## config.mk

```make
export PLATFORM = sky130hd
export DESIGN_NAME = drill_cycle_sequencer
export DESIGN_NICKNAME = d
export VERILOG_FILES = /design/src/hdl/dcs_pkg.sv /design/src/hdl/dcs_step.sv /design/src/hdl/drill_cycle_sequencer.sv
export SDC_FILE = /design/constraint.sdc
export NUM_CORES = 1
export LEC_CHECK = 0
export BUFFER_PORTS_ARGS = -buffer_cell sky130_fd_sc_hd__buf_2
export CAP_MARGIN = 25
export CORE_ASPECT_RATIO = 0.6
export CORE_MARGIN = 10
export CORE_UTILIZATION = 42
export DETAILED_ROUTE_END_ITERATION = 10
export MAX_ROUTING_LAYER = met4
export PLACE_DENSITY = 0.6
export SKIP_CTS_REPAIR_TIMING = 1
export SLEW_MARGIN = 10
export SYNTH_ARGS = -nofsm -noshare
export SYNTH_HDL_FRONTEND = slang
export SYNTH_HIERARCHICAL = 1
export SYNTH_SLANG_ARGS = --single-unit
```

## constraint.sdc

```tcl
create_clock -name clk_i -period 4.4 [get_ports clk_i]
set_clock_uncertainty 0.1 [all_clocks]
set_input_delay 0.44 -clock clk_i [delete_from_list [all_inputs] [get_ports clk_i]]
set_output_delay 0.44 -clock clk_i [all_outputs]
set_load 0.005 [all_outputs]
```

## src/hdl/dcs_pkg.sv

```systemverilog
// ----------------------------------------------------------------------------
// dcs_pkg
// Types, codes and constants shared by the drill cycle sequencer modules.
// ----------------------------------------------------------------------------
`default_nettype none

package dcs_pkg;

  localparam int unsigned CfgWidth    = 16;
  localparam int unsigned CfgIdxWidth = 1;
  localparam int unsigned TimeWidth   = 32;
  localparam int unsigned InDataWidth  = 48;
  localparam int unsigned OutDataWidth = 24;

  localparam logic [CfgWidth-1:0] DebounceReset = 16'd250;
  localparam logic [CfgWidth-1:0] RearmReset    = 16'd1000;
  localparam logic [7:0]          DepthMax      = 8'd200;

  localparam logic [CfgIdxWidth-1:0] RegDebounce = 1'b0;
  localparam logic [CfgIdxWidth-1:0] RegRearm    = 1'b1;

  localparam logic OpTick    = 1'b0;
  localparam logic OpTrigger = 1'b1;

  typedef enum logic [2:0] {
    PH_SPEED   = 3'd0,
    PH_MODE    = 3'd1,
    PH_DEPTH   = 3'd2,
    PH_READY   = 3'd3,
    PH_DESCENT = 3'd4,
    PH_RETURN  = 3'd5,
    PH_EMERG   = 3'd6
  } phase_e;

  typedef struct packed {
    logic                 opcode;
    logic [TimeWidth-1:0] now_ms;
    logic [1:0]           speed_choice;
    logic                 mode_fixed_choice;
    logic [7:0]           depth_choice;
    logic                 validate_button;
    logic                 start_button;
    logic                 descent_finished;
    logic                 return_finished;
    logic                 estop_level;
  } item_t;

  typedef struct packed {
    phase_e               phase;
    logic [1:0]           speed_level;
    logic                 preset_mode;
    logic [7:0]           depth_mm;
    logic                 emergency_flag;
    logic [TimeWidth-1:0] last_press_ms;
    logic                 release_seen;
  } state_t;

  typedef struct packed {
    logic [2:0] phase;
    logic [1:0] chosen_speed;
    logic       fixed_mode;
    logic [7:0] chosen_depth;
    logic       prepare_descent;
    logic       motor_halt;
    logic       motor_reenable;
    logic       step_down;
    logic       drive_return;
    logic       emergency_latched;
  } result_t;

endpackage

`default_nettype wire

```

## src/hdl/dcs_step.sv

```systemverilog
// ----------------------------------------------------------------------------
// dcs_step
// One sequencer step: next state and result for one item, combinational.
// ----------------------------------------------------------------------------
`default_nettype none

module dcs_step (
  input  wire logic [dcs_pkg::CfgWidth-1:0] debounce_ms_i,
  input  wire logic [dcs_pkg::CfgWidth-1:0] rearm_delay_ms_i,
  input  wire dcs_pkg::state_t              state_i,
  input  wire dcs_pkg::item_t               item_i,
  output dcs_pkg::state_t                   state_o,
  output dcs_pkg::result_t                  result_o
);
  import dcs_pkg::*;

  logic [TimeWidth-1:0] elapsed;
  logic                 press_ok;
  logic                 rel;
  logic                 prep;
  logic                 halt;
  logic                 reen;
  logic                 stepd;
  logic                 drv;
  state_t               nxt;

  assign elapsed  = item_i.now_ms - state_i.last_press_ms;
  assign press_ok = item_i.validate_button &&
                    (elapsed >= {{(TimeWidth-CfgWidth){1'b0}}, debounce_ms_i});
  assign rel      = state_i.release_seen || !item_i.estop_level;

  always_comb begin
    nxt   = state_i;
    prep  = 1'b0;
    halt  = 1'b0;
    reen  = 1'b0;
    stepd = 1'b0;
    drv   = 1'b0;
    if (item_i.opcode == OpTrigger) begin
      if (!state_i.emergency_flag) begin
        nxt.emergency_flag = 1'b1;
        nxt.last_press_ms  = item_i.now_ms;
        halt               = 1'b1;
      end
    end else begin
      if (state_i.emergency_flag) begin
        nxt.phase = PH_EMERG;
      end
      case (nxt.phase)
        PH_SPEED: begin
          nxt.speed_level = (item_i.speed_choice == 2'd0) ? 2'd1 : item_i.speed_choice;
          if (press_ok) begin
            nxt.last_press_ms = item_i.now_ms;
            nxt.phase         = PH_MODE;
          end
        end
        PH_MODE: begin
          nxt.preset_mode = item_i.mode_fixed_choice;
          if (press_ok) begin
            nxt.last_press_ms = item_i.now_ms;
            nxt.phase         = item_i.mode_fixed_choice ? PH_READY : PH_DEPTH;
          end
        end
        PH_DEPTH: begin
          if (item_i.depth_choice == 8'd0) begin
            nxt.depth_mm = 8'd1;
          end else if (item_i.depth_choice > DepthMax) begin
            nxt.depth_mm = DepthMax;
          end else begin
            nxt.depth_mm = item_i.depth_choice;
          end
          if (press_ok) begin
            nxt.last_press_ms = item_i.now_ms;
            nxt.phase         = PH_READY;
          end
        end
        PH_READY: begin
          if (item_i.start_button) begin
            prep      = 1'b1;
            nxt.phase = PH_DESCENT;
          end
        end
        PH_DESCENT: begin
          stepd = 1'b1;
          if (item_i.descent_finished) begin
            nxt.phase = PH_RETURN;
          end
        end
        PH_RETURN: begin
          drv = 1'b1;
          if (item_i.return_finished) begin
            nxt.phase = PH_SPEED;
          end
        end
        PH_EMERG: begin
          nxt.release_seen = rel;
          if (rel && item_i.estop_level &&
              (elapsed > {{(TimeWidth-CfgWidth){1'b0}}, rearm_delay_ms_i})) begin
            nxt.release_seen   = 1'b0;
            nxt.emergency_flag = 1'b0;
            nxt.last_press_ms  = item_i.now_ms;
            reen               = 1'b1;
            nxt.phase          = PH_SPEED;
          end
        end
        default: begin
        end
      endcase
    end
  end

  assign state_o = nxt;

  assign result_o.phase             = nxt.phase;
  assign result_o.chosen_speed      = nxt.speed_level;
  assign result_o.fixed_mode        = nxt.preset_mode;
  assign result_o.chosen_depth      = nxt.depth_mm;
  assign result_o.prepare_descent   = prep;
  assign result_o.motor_halt        = halt;
  assign result_o.motor_reenable    = reen;
  assign result_o.step_down         = stepd;
  assign result_o.drive_return      = drv;
  assign result_o.emergency_latched = nxt.emergency_flag;

endmodule

`default_nettype wire

```

## src/hdl/drill_cycle_sequencer.sv

```systemverilog
// ----------------------------------------------------------------------------
// drill_cycle_sequencer
// Drilling cycle sequencer: menus, debounce, descent/return and e-stop rearm.
// ----------------------------------------------------------------------------
//  Channel   Direction  Per transfer
//  s_axis    in         one tick or emergency trigger
//  m_axis    out        one result per input transfer
//  cfg       in         register write, no read-back
//
//  Input register, one combinational step, result register; one transfer per
//  cycle sustained while m_axis does not stall.
//  The result register frees the input side while a result waits; a stalled
//  m_axis backs up through the input register to s_axis_tready.
//  Reset clears the sequencer state and loads the register defaults.
// ----------------------------------------------------------------------------
`default_nettype none

module drill_cycle_sequencer (
  input  wire logic                                clk_i,
  input  wire logic                                rst_ni,
  input  wire logic                                s_axis_tvalid,
  output logic                                     s_axis_tready,
  // now_ms[31:0], speed_choice[33:32], mode_fixed_choice[34], depth_choice[42:35],
  // validate_button[43], start_button[44], descent_finished[45],
  // return_finished[46], estop_level[47]
  input  wire logic [dcs_pkg::InDataWidth-1:0]     s_axis_tdata,
  // opcode[0]
  input  wire logic                                s_axis_tuser,
  output logic                                     m_axis_tvalid,
  input  wire logic                                m_axis_tready,
  // phase[2:0], chosen_speed[4:3], fixed_mode[5], chosen_depth[13:6],
  // prepare_descent[14], motor_halt[15], motor_reenable[16], step_down[17],
  // drive_return[18], emergency_latched[19], zero[23:20]
  output logic [dcs_pkg::OutDataWidth-1:0]         m_axis_tdata,
  input  wire logic                                cfg_we_i,
  input  wire logic [dcs_pkg::CfgIdxWidth-1:0]     cfg_idx_i,
  input  wire logic [dcs_pkg::CfgWidth-1:0]        cfg_wdata_i
);
  import dcs_pkg::*;

  logic [CfgWidth-1:0] debounce_q;
  logic [CfgWidth-1:0] rearm_q;
  logic                in_valid_q;
  item_t               in_item_q;
  item_t               in_item_d;
  logic                out_valid_q;
  result_t             out_res_q;
  result_t             out_res_d;
  state_t              state_q;
  state_t              state_d;
  logic                advance;
  logic                in_take;

  assign advance       = in_valid_q && (!out_valid_q || m_axis_tready);
  assign s_axis_tready = !in_valid_q || advance;
  assign in_take       = s_axis_tvalid && s_axis_tready;

  assign in_item_d.opcode            = s_axis_tuser;
  assign in_item_d.now_ms            = s_axis_tdata[31:0];
  assign in_item_d.speed_choice      = s_axis_tdata[33:32];
  assign in_item_d.mode_fixed_choice = s_axis_tdata[34];
  assign in_item_d.depth_choice      = s_axis_tdata[42:35];
  assign in_item_d.validate_button   = s_axis_tdata[43];
  assign in_item_d.start_button      = s_axis_tdata[44];
  assign in_item_d.descent_finished  = s_axis_tdata[45];
  assign in_item_d.return_finished   = s_axis_tdata[46];
  assign in_item_d.estop_level       = s_axis_tdata[47];

  dcs_step u_step (
    .debounce_ms_i    (debounce_q),
    .rearm_delay_ms_i (rearm_q),
    .state_i          (state_q),
    .item_i           (in_item_q),
    .state_o          (state_d),
    .result_o         (out_res_d)
  );

  always_ff @(posedge clk_i or negedge rst_ni) begin
    if (!rst_ni) begin
      debounce_q <= DebounceReset;
      rearm_q    <= RearmReset;
    end else if (cfg_we_i) begin
      case (cfg_idx_i)
        RegDebounce: debounce_q <= cfg_wdata_i;
        RegRearm:    rearm_q    <= cfg_wdata_i;
        default: begin
        end
      endcase
    end
  end

  always_ff @(posedge clk_i or negedge rst_ni) begin
    if (!rst_ni) begin
      in_valid_q  <= 1'b0;
      out_valid_q <= 1'b0;
      state_q.phase          <= PH_SPEED;
      state_q.speed_level    <= 2'd1;
      state_q.preset_mode    <= 1'b1;
      state_q.depth_mm       <= 8'd0;
      state_q.emergency_flag <= 1'b0;
      state_q.last_press_ms  <= '0;
      state_q.release_seen   <= 1'b0;
    end else begin
      if (s_axis_tready) begin
        in_valid_q <= s_axis_tvalid;
      end
      if (advance) begin
        out_valid_q <= 1'b1;
        state_q     <= state_d;
      end else if (m_axis_tready) begin
        out_valid_q <= 1'b0;
      end
    end
  end

  always_ff @(posedge clk_i) begin
    if (in_take) begin
      in_item_q <= in_item_d;
    end
    if (advance) begin
      out_res_q <= out_res_d;
    end
  end

  assign m_axis_tvalid = out_valid_q;
  assign m_axis_tdata  = {4'b0000,
                          out_res_q.emergency_latched,
                          out_res_q.drive_return,
                          out_res_q.step_down,
                          out_res_q.motor_reenable,
                          out_res_q.motor_halt,
                          out_res_q.prepare_descent,
                          out_res_q.chosen_depth,
                          out_res_q.fixed_mode,
                          out_res_q.chosen_speed,
                          out_res_q.phase};

endmodule

`default_nettype wire

```

; ---- Word-level counts from Yosys, hierarchy flattened
; Cells that the tools add are included.
[word_totals]
ff_bits = 151
in_bits = 71
output_inout_bits = 26
word_cells = 102
[op_classes]
add_sub_neg = 1
order_cmp = 3
n_eq_ne = 9
muxes = 31
bitwise_logic = 4
n_reduce_logical = 23
[ops]
columns = cell, count
row1 = 32-bit two-way mux, 2
row2 = 32-bit one-hot mux with 2 select lines, 1
row3 = 34-bit two-way mux, 1
row4 = 33-bit two-way mux, 1
row5 = 32-bit by 16-bit >= comparator with 1-bit output, 1
row6 = 32-bit by 16-bit > comparator with 1-bit output, 1
row7 = 32-bit subtractor, 1
row8 = 3-bit two-way mux, 9
row9 = 8-bit two-way mux, 3
row10 = 3-bit one-hot mux with 7 select lines, 1
row11 = 14-bit two-way mux, 1
row12 = 1-bit two-way mux, 10
row13 = "3-bit == test, second input constant", 3
row14 = "8-bit > comparator, second input constant", 1
row15 = 8-bit zero test, 1
row16 = "3-bit by 2-bit == test with 1-bit output, second input constant", 2
row17 = 1-bit logical AND, 5
row18 = 5-bit AND reduction, 1
row19 = 2-bit two-way mux, 2
row20 = 1-bit inverter, 4
row21 = 2-bit AND reduction, 2
row22 = 2-bit OR reduction, 2
row23 = "3-bit by 1-bit == test with 1-bit output, second input constant", 1
row24 = 1-bit zero test, 3
row25 = other kinds (10), 12

; ---- Longest topological paths before layout
; Gate-level depths: netlist of the first run.
[depth]
depth_word = 7
ltp_mapped = 23
mapped_depth_nobuf = 22

; ---- Cells and area by module
; The synthesis of the first run kept the hierarchy.
[modules_own_cells]
columns = module, n_inst, cells_each, area_each_um2, seq_area_each_um2
row1 = drill_cycle_sequencer, 1, 253, 5228.8, 4141.5
row2 = dcs_step, 1, 596, 4169.0, 0.0

; ---- Least setup slack after synthesis of the first run
; No wires, ideal clock.
[synth_path]
path_type = register to register
start = reg state_q[5] in the netlist's numbering
end = reg state_q[10] in the netlist's numbering
setup_ns = 0.125
arrival_ns = 4.053
slack_ns = 0.122
stages_incl_launch_ff = 24
cell_sequence = dfrtp_1 -> inv_1 -> ha_1 -> and2_4 -> a221oi_4 -> and2_2 -> nor2_1 -> o21a_1 -> o21a_1 -> nor2_1 -> xnor2_1 -> ha_1 -> nand4_1 -> nor2_1 -> o21ai_0 -> a31oi_1 -> a211oi_1 -> a31oi_1 -> o21ai_0 -> nand4bb_1 -> a21o_4 -> buf_12 -> mux2_4 -> mux2_2
[synth_between]
elab_chain_len = 5
word_cells_on_any_way = 8
[synth_rtl]
columns = item, line
row1 = start: declaration, drill_cycle_sequencer.sv:49  ; state_t state_q;
row2 = start signal: assignment, drill_cycle_sequencer.sv:109  ; state_q <= state_d;
row3 = 32-bit subtractor *, dcs_step.sv:27  ; assign elapsed = item_i.now_ms - state_i.last_press_ms;
row4 = 32-bit by 16-bit > comparator with 1-bit output / 32-bit by 16-bit >= comparator with 1-bit output (equally long branches), "dcs_step.sv:98, dcs_step.sv:29"
row5 = "1-bit logical AND, on equally long branches", "dcs_step.sv:97, dcs_step.sv:28"
row6 = 3-bit by 2-bit inequality test with 1-bit output (no line) / 3-bit by 1-bit inequality test with 1-bit output (equally long branches), n/a
row7 = 5-bit AND reduction (no line) *, n/a
; Every way passes the cells marked *; elsewhere a longest branch is shown, timed or not.
; A chain may end at the register's enable or synchronous reset.

; ---- Worst setup path in the final report of the first run
[layout_path]
start = reg in_item_q[20] in the netlist's numbering
end = reg state_q[20] in the netlist's numbering
[layout_between]
elab_chain_len = 5
word_cells_on_any_way = 8
[layout_rtl]
columns = item, line
row1 = start: declaration, drill_cycle_sequencer.sv:44  ; item_t in_item_q;
row2 = start signal: assignment, drill_cycle_sequencer.sv:118  ; in_item_q <= in_item_d;
row3 = 32-bit subtractor *, dcs_step.sv:27
row4 = 32-bit by 16-bit > comparator with 1-bit output / 32-bit by 16-bit >= comparator with 1-bit output (equally long branches), "dcs_step.sv:98, dcs_step.sv:29"
row5 = "1-bit logical AND, on equally long branches", "dcs_step.sv:97, dcs_step.sv:28"
row6 = 3-bit by 2-bit inequality test with 1-bit output (no line) / 3-bit by 1-bit inequality test with 1-bit output (equally long branches), n/a
row7 = 5-bit AND reduction (no line) *, n/a
; Marked as above.

==> results.yml, run 1 <==
yosys:
  ys_seq_area_share_pct: 44.1
  yosysUniqueCellTypes: 72
  netlist_area_um2: 9400
  synth_flop_cell: "edfxtp_1"
  synth_edf_count: 69
  yosys_warnings: 6
  synthXorXnorAreaFrac_pct: 1.58
  avgSynthCellArea_um2: 11.1
  synthSimpleGateAreaFrac_pct: 9.97
  synth_top_family_by_area: "multiplexers"
  synth_compound_area_share_pct: 13.0
  synthMuxAreaShare_pct: 15.7
  synthAdderAreaFrac_pct: 8.60
  synth_cells: 849
  ys_seq_elements: 151
  async_flop_share_pct: 54.3
pwr:
  power_density_nw_per_um2: 724
  power_frac_seq_pct: 25.4
  pwr-share-comb_pct: 57.2
  power.leakage_uw: 0.00505
  swShare_pct: 39.3
  power.total_uw: 8250
  peakVddDrop_mv: 0.349
  intPower_uw: 5010
  switching_power_uw: 3240
  power_frac_clock_pct: 17.5
cts:
  cts_root_buffer: "clkbuf_16"
  numCtsBuffers: 17
  clockBufferDepth: 2
  clkSinkCount: 151
  clock_latency_ns: 0.43
  htreeDepth: 4
  cts_tree: "yes"
  clkTransAtPathRegs_ns: 0.07
critical_path:
  r2r_cells: 22
  cp-end-kind: "register"
  worstPathRequired_ns: 4.62
  cp.arrival_ns: 4.99
  path_max_fanout: 8
  worstSetupStartpointType: "register"
  crit_type: "register to register"
routing:
  via_per_inst: 5.41
  dr.first_iter.drc_count: 660
  postRouteAntennaNets: 0
  detail_route.first_pass.iterations: 5
  drc: 0
  wl_mm: 23.9
  post_drt_wl_per_cell_um: 18.4
  vias: 7056
cells_and_area:
  final_common_cell: "buf_4"
  final_util_pct: 51.8
  final_layout_size_suffix_gt1_share_pct: 39.0
  final_cell_mix: "93 x buf_4, 91 x buf_2, 74 x mux2_2, 73 x inv_1, 69 x edfxtp_1"
  fin_cells: 1304
  synthToLayoutAreaGrowth_pct: 21.3
  nets: 1139
sta:
  timing.final.hold_violations: 16
  fin_hold_ws_ns: -0.00759
  slew_violations: 0
  max-slew-margin-rel_pct: 36.3
  worst_slew_pin_slew_ns: 0.955
  rsz0062_at_grt: "true"
  finalSetupViolCount: 36
  fin_ws_ns: -0.373
  min_period_ns: 4.77
  fmax_mhz: 210
  min_period_over_period_pct: 108
die:
  pin_count: 97
  core_um2: 22000
  num_rows: 42
  die-area_um2: 29000
  die_h_um: 136
  initial_utilization_pct: 42.7
  die_width_um: 213
placed_design:
  place_congestion: 0.960
  dp_hpwl_mm: 17.9
  dp.cells: 1259
  pre_cts_ws_ns: -0.446
  io_buffers: 92
run_status:
  outcome: "finished, violations left"
  violations: "hold timing, setup timing"
global_route:
  overflow: 0
  grt_pass1_wl_mm: 37.4
  grt_max_degree: 58
  grt_util_all_layers_pct: 17.1
  antenna_found_initial: 1
  grt_pass1_vias: 6816
job:
  drv_cap: 0
worst_hold_path:
  min_path_type: "primary input to asynchronous set/reset pin"
[final timing paths]
check | start | end | slack [ns]
max in group asynchronous | rst_ni | state_q[42]$_DFFE_PN1P_ | 3.30
hold reg to reg | state_q[41]$_DFFE_PN0P_ | state_q[41]$_DFFE_PN0P_ | 0.41
hold / removal | rst_ni | debounce_q[11]$_DFFE_PN0P_ | -0.008
setup reg to reg | in_item_q[20]$_DFFE_PP_ | state_q[20]$_DFFE_PN0P_ | -0.37
min in group clk_i | s_axis_tdata[3] | in_item_q[19]$_DFFE_PP_ | 0.07
setup / recovery | in_item_q[20]$_DFFE_PP_ | state_q[20]$_DFFE_PN0P_ | -0.37
[layer usage]
| metal | part of all wire, % | wire, um | global-route usage [%] |
|---|---|---|---|
| met5 | 0 | 0 | - |
| met2 | 40 | 9480 | 21.6 |
| met4 | 0.73 | 174 | 3.51 |
| met3 | 5.5 | 1320 | 4.32 |
| met1 | 54 | 13000 | 26.1 |
[state kept, by name (all words and copies together), names as in the netlist]
signal / cells
in_item_q: 49
in_valid_q: 1
m_axis_tvalid: 1
debounce_q: 16
state_q: 48
m_axis_tdata: 20
rearm_q: 16
[critical path: stages (launching register included)]
cell       delay, ns
edfxtp_1        0.48
ha_4            0.26
buf_4           0.15
a221oi_4        0.31
and2_4          0.20
nor2_2          0.04
o21a_1          0.18
o21a_1          0.18
nor2_2          0.16
xnor2_2         0.17
ha_2            0.31
nand4_1         0.09
nor2_1          0.06
o21ai_1         0.13
a31oi_1         0.12
a211oi_2        0.28
a31oi_2         0.09
o21ai_1         0.15
nand4bb_1       0.15
a21o_4          0.29
clkbuf_16       0.19
mux2_4          0.30
mux2_2          0.26
[power groups by stage]
stage / registers (uW) / logic [uW] / clock network [uW]
after global placement: 2110 / 4260 / 0
after detailed placement: 2120 / 4280 / 0
after global routing: 2140 / 5200 / 1540
after floorplan: 2030 / 2940 / 0
final: 2090 / 4720 / 1440
after CTS: 2090 / 4320 / 1480
[per-stage QoR]
stage | cell area [um^2] | TNS [ns]
after floorplan | 9410 | 0
after global placement | 10500 | -15.43
after detailed placement | 10500 | -13.72
after CTS | 11100 | -14.39
after global routing | 11400 | -21.42
final | 11400 | -11.50
[synth_stat cells, types with 15 or more instances]
library cell	count	share of area, %
mux2_4	38	6.1
buf_4	24	1.9
o21ai_0	50	2.7
nand2b_1	15	1.0
mux2_2	78	9.3
nand2_1	40	1.6
ha_1	63	8.4
nand4_1	20	1.3
nor2_1	47	1.9
a21oi_1	41	2.2
clkbuf_1	15	0.60
inv_1	73	2.9
dfrtp_1	68	18
edfxtp_1	69	22
[final cells by class]
class	count	area, um^2
fill	1984	10600
antenna	1	2.50
tap	286	358
sequential	151	4140
clock inverter	13	141
multi-input combinational	572	4790
inverter	73	274
clock buffer	19	433
timing repair buffer	189	1250
[logic make-up (layout without fill, tap and decap cells)]
logic type,after synthesis,in the layout
compound gates,185,185
xor+xnor,17,17
fa+ha+maj,64,64
buf+inv,129,294
flops,151,151
mux,119,119
other cells,1,5
simple gates,183,183
No activity file was read; power rests on OpenSTA's default activity.
==> run 2, diff against run 1 <==
Settings changed: ABC_AREA set to 1.
==> run 2 against run 1 <==
  * The run ends with hold timing left
  * Combinational power barely moved
  * Sequential power hardly changed
  * Non-clock buffer count shrank 71
  * First-iteration DRC count up 80%
  * Highest routed layer unchanged
==> results.yml, run 2 <==
job:
  drv_cap: 0
yosys:
  netlist_area_um2: 11500
  ys_top_cells_by_area: "nand2_1 19%, edfxtp_1 18%, dfrtp_1 15%"
  synth_common_cells: "574 x nand2_1, 246 x inv_1, 244 x nand3_1"
  synthMuxAreaShare_pct: 0.0874
  synth_cells: 1667
  ys_seq_elements: 151
  synth_flop_cell: "edfxtp_1"
  ys_seq_area_share_pct: 36.2
  synth_compound_area_share_pct: 7.22
  async_flop_share_pct: 54.3
  yosys_warnings: 6
  yosysTopAreaCellShare_pct: 18.8
  synth_top_family_by_area: "simple AND/OR/NAND/NOR gates"
  synth_edf_count: 69
  yosysUniqueCellTypes: 51
  synthAdderAreaFrac_pct: 7.06
  synthXorXnorAreaFrac_pct: 1.15
  synthSimpleGateAreaFrac_pct: 35.2
  synth_largest_area_cell: "nand2_1"
  avgSynthCellArea_um2: 6.87
  synth_most_common_cell: "nand2_1"
sta:
  worst_slew_pin_slew_ns: 0.928
  min_period_over_period_pct: 93.6
  fin_hold_ws_ns: -0.0336
  timing.final.hold_violations: 8
  fmax_mhz: 243
  max-slew-margin-rel_pct: 38.0
  min_period_ns: 4.12
  tns_ns: 0
  finalSetupViolCount: 0
  slew_violations: 0
placed_design:
  dp_hpwl_mm: 24.8
  post_dp_cell_area_um2: 12000
  place_congestion: 1.00
  io_buffers: 92
  dp.cells: 2055
die:
  die_h_um: 148
  pin_count: 97
  die-area_um2: 34500
  die_width_um: 233
  initial_utilization_pct: 43.0
  core_um2: 26600
  num_rows: 46
cts:
  cts_tree: "yes"
  clock_latency_ns: 0.45
  clkTransAtPathRegs_ns: 0.07
  numCtsBuffers: 17
  htreeDepth: 4
  clockBufferDepth: 2
  clkSinkCount: 151
  cts_root_buffer: "clkbuf_16"
cells_and_area:
  nets: 1853
  final_cell_mix: "572 x nand2_1, 245 x inv_1, 241 x nand3_1, 91 x buf_2, 70 x o21ai_0"
  fin_area_um2: 12800
  fin_cells: 2091
  largest_register_ffs: 49
  synthToLayoutAreaGrowth_pct: 11.8
  final_layout_size_suffix_gt1_share_pct: 12.7
  fillers: 2667
  final_common_cell: "nand2_1"
  regMostFlops: "in_item_q"
  n_antenna_cell: 0
critical_path:
  r2r_cells: 23
  worstPathRequired_ns: 4.64
  path_max_fanout: 13
  cp.arrival_ns: 4.36
  crit_start: "state_q[12]$_DFFE_PN0P_"
  crit_type: "register to register"
  r2r-end: "state_q[28]$_DFFE_PN0P_"
  worstReg2RegStart: "state_q[12]$_DFFE_PN0P_"
  cp-endpoint: "state_q[28]$_DFFE_PN0P_"
  worstSetupStartpointType: "register"
  cp-end-kind: "register"
  r2r_slack_ns: 0.28
global_route:
  grt_pass1_wl_mm: 54.5
  grt_max_degree: 68
  grt_pass1_vias: 10000
  overflow: 0
  antenna_found_initial: 0
  grt_util_all_layers_pct: 20.4
routing:
  via_per_inst: 5.18
  drc: 0
  detail_route.first_pass.iterations: 5
  wl_mm: 34.4
  post_drt_wl_per_cell_um: 16.4
  postRouteAntennaNets: 0
  vias: 10800
  dr.first_iter.drc_count: 1187
pwr:
  peakVddDrop_mv: 0.313
  power.total_uw: 8280
  power.leakage_uw: 0.00677
  power_density_nw_per_um2: 646
run_status:
  violations: "hold timing"
  outcome: "finished, violations left"
worst_hold_path:
  min_path_type: "primary input to asynchronous set/reset pin"
==> run 2: kinds of logic (layout without fill, tap and decap cells) <==
kind of cell | count (synthesis) | after routing
and+or+nand+nor | 938 | 938
buffers and inverters | 341 | 402
xor gates and xnor gates | 15 | 15
muxes | 1 | 1
DFF | 151 | 151
other | 1 | 4
AOI/OAI and AO/OA | 156 | 156
adders and majority gates | 64 | 64
==> run 2: worst min-delay path by stage <==
| stage | from | end | slack (ns) | cells past startpoint |
|---|---|---|---|---|
| global route | rst_ni | rearm_q[0]$_DFFE_PN0P_ | 0.02 | 1 |
| detailed placement | state_q[42]$_DFFE_PN1P_ | state_q[42]$_DFFE_PN1P_ | 0.35 | 2 |
| finish | rst_ni | debounce_q[2]$_DFFE_PN0P_ | -0.03 | 1 |
| CTS | rst_ni | rearm_q[2]$_DFFE_PN0P_ | -0.002 | 1 |
| floorplan | rst_ni | debounce_q[0]$_DFFE_PN0P_ | 0.04 | 0 |
| global placement | state_q[42]$_DFFE_PN1P_ | state_q[42]$_DFFE_PN1P_ | 0.35 | 2 |
==> run 2: per-layer routing <==
| layer | routed length, um | GRT usage (%) | vias up |
|---|---|---|---|
| met3 | 2890 | 5.24 | 23 |
| li1 | - | - | 5373 |
| met4 | 300 | 4.24 | 0 |
| met5 | 0 | - | - |
| met1 | 16600 | 29.1 | 5043 |
| met2 | 14600 | 28.2 | 390 |
==> run 2: power by group <==
group          leakage [uW]  switching [uW]  internal [uW]
clock              0.000294             710            817
combinational       0.00480            3080           1610
sequential          0.00168             221           1840
==> run 2: layout make-up <==
class	count	area (um^2)	share of cell area [%]
Multi-Input combinational cell	1178	5960	46.5
Inverter	252	946	7.38
Sequential cell	151	4140	32.3
Clock inverter	15	184	1.44
Clock buffer	17	425	3.32
Tap cell	360	450	3.52
Timing Repair Buffer	118	698	5.45
==> run 2: worst max-delay path, cell delays in order, from the launching register on <==
cell and delay, ns:
dfrtp_1 0.40, inv_1 0.11, ha_1 0.42, nand2_1 0.18, nor2_2 0.30, nand3_1 0.18, nand3_4 0.15, xor2_2 0.28
ha_1 0.32, nand3_1 0.09, a21oi_1 0.07, a211oi_1 0.23, nand2_1 0.08, nand2_1 0.11, nand3_4 0.14, nand2_8 0.15
buf_12 0.16, nand2_1 0.06, nand3_1 0.08, nand3_1 0.10, nand2_1 0.07, nand2_1 0.05, nand3_1 0.08, nand2_1 0.07
==> run 2: metrics by stage <==
stage / hold WS (ns) / worst slack, ns / util, %
CTS: -0.00221 / 0.0135 / 47.4
floorplan: 0.0444 / 0.950 / -
finish: -0.0336 / 0.282 / 48.1
detailed placement: 0.354 / 0.0476 / 45.1
global route: 0.0185 / -0.00223 / 48.1
global placement: 0.351 / 0.0700 / 45.1
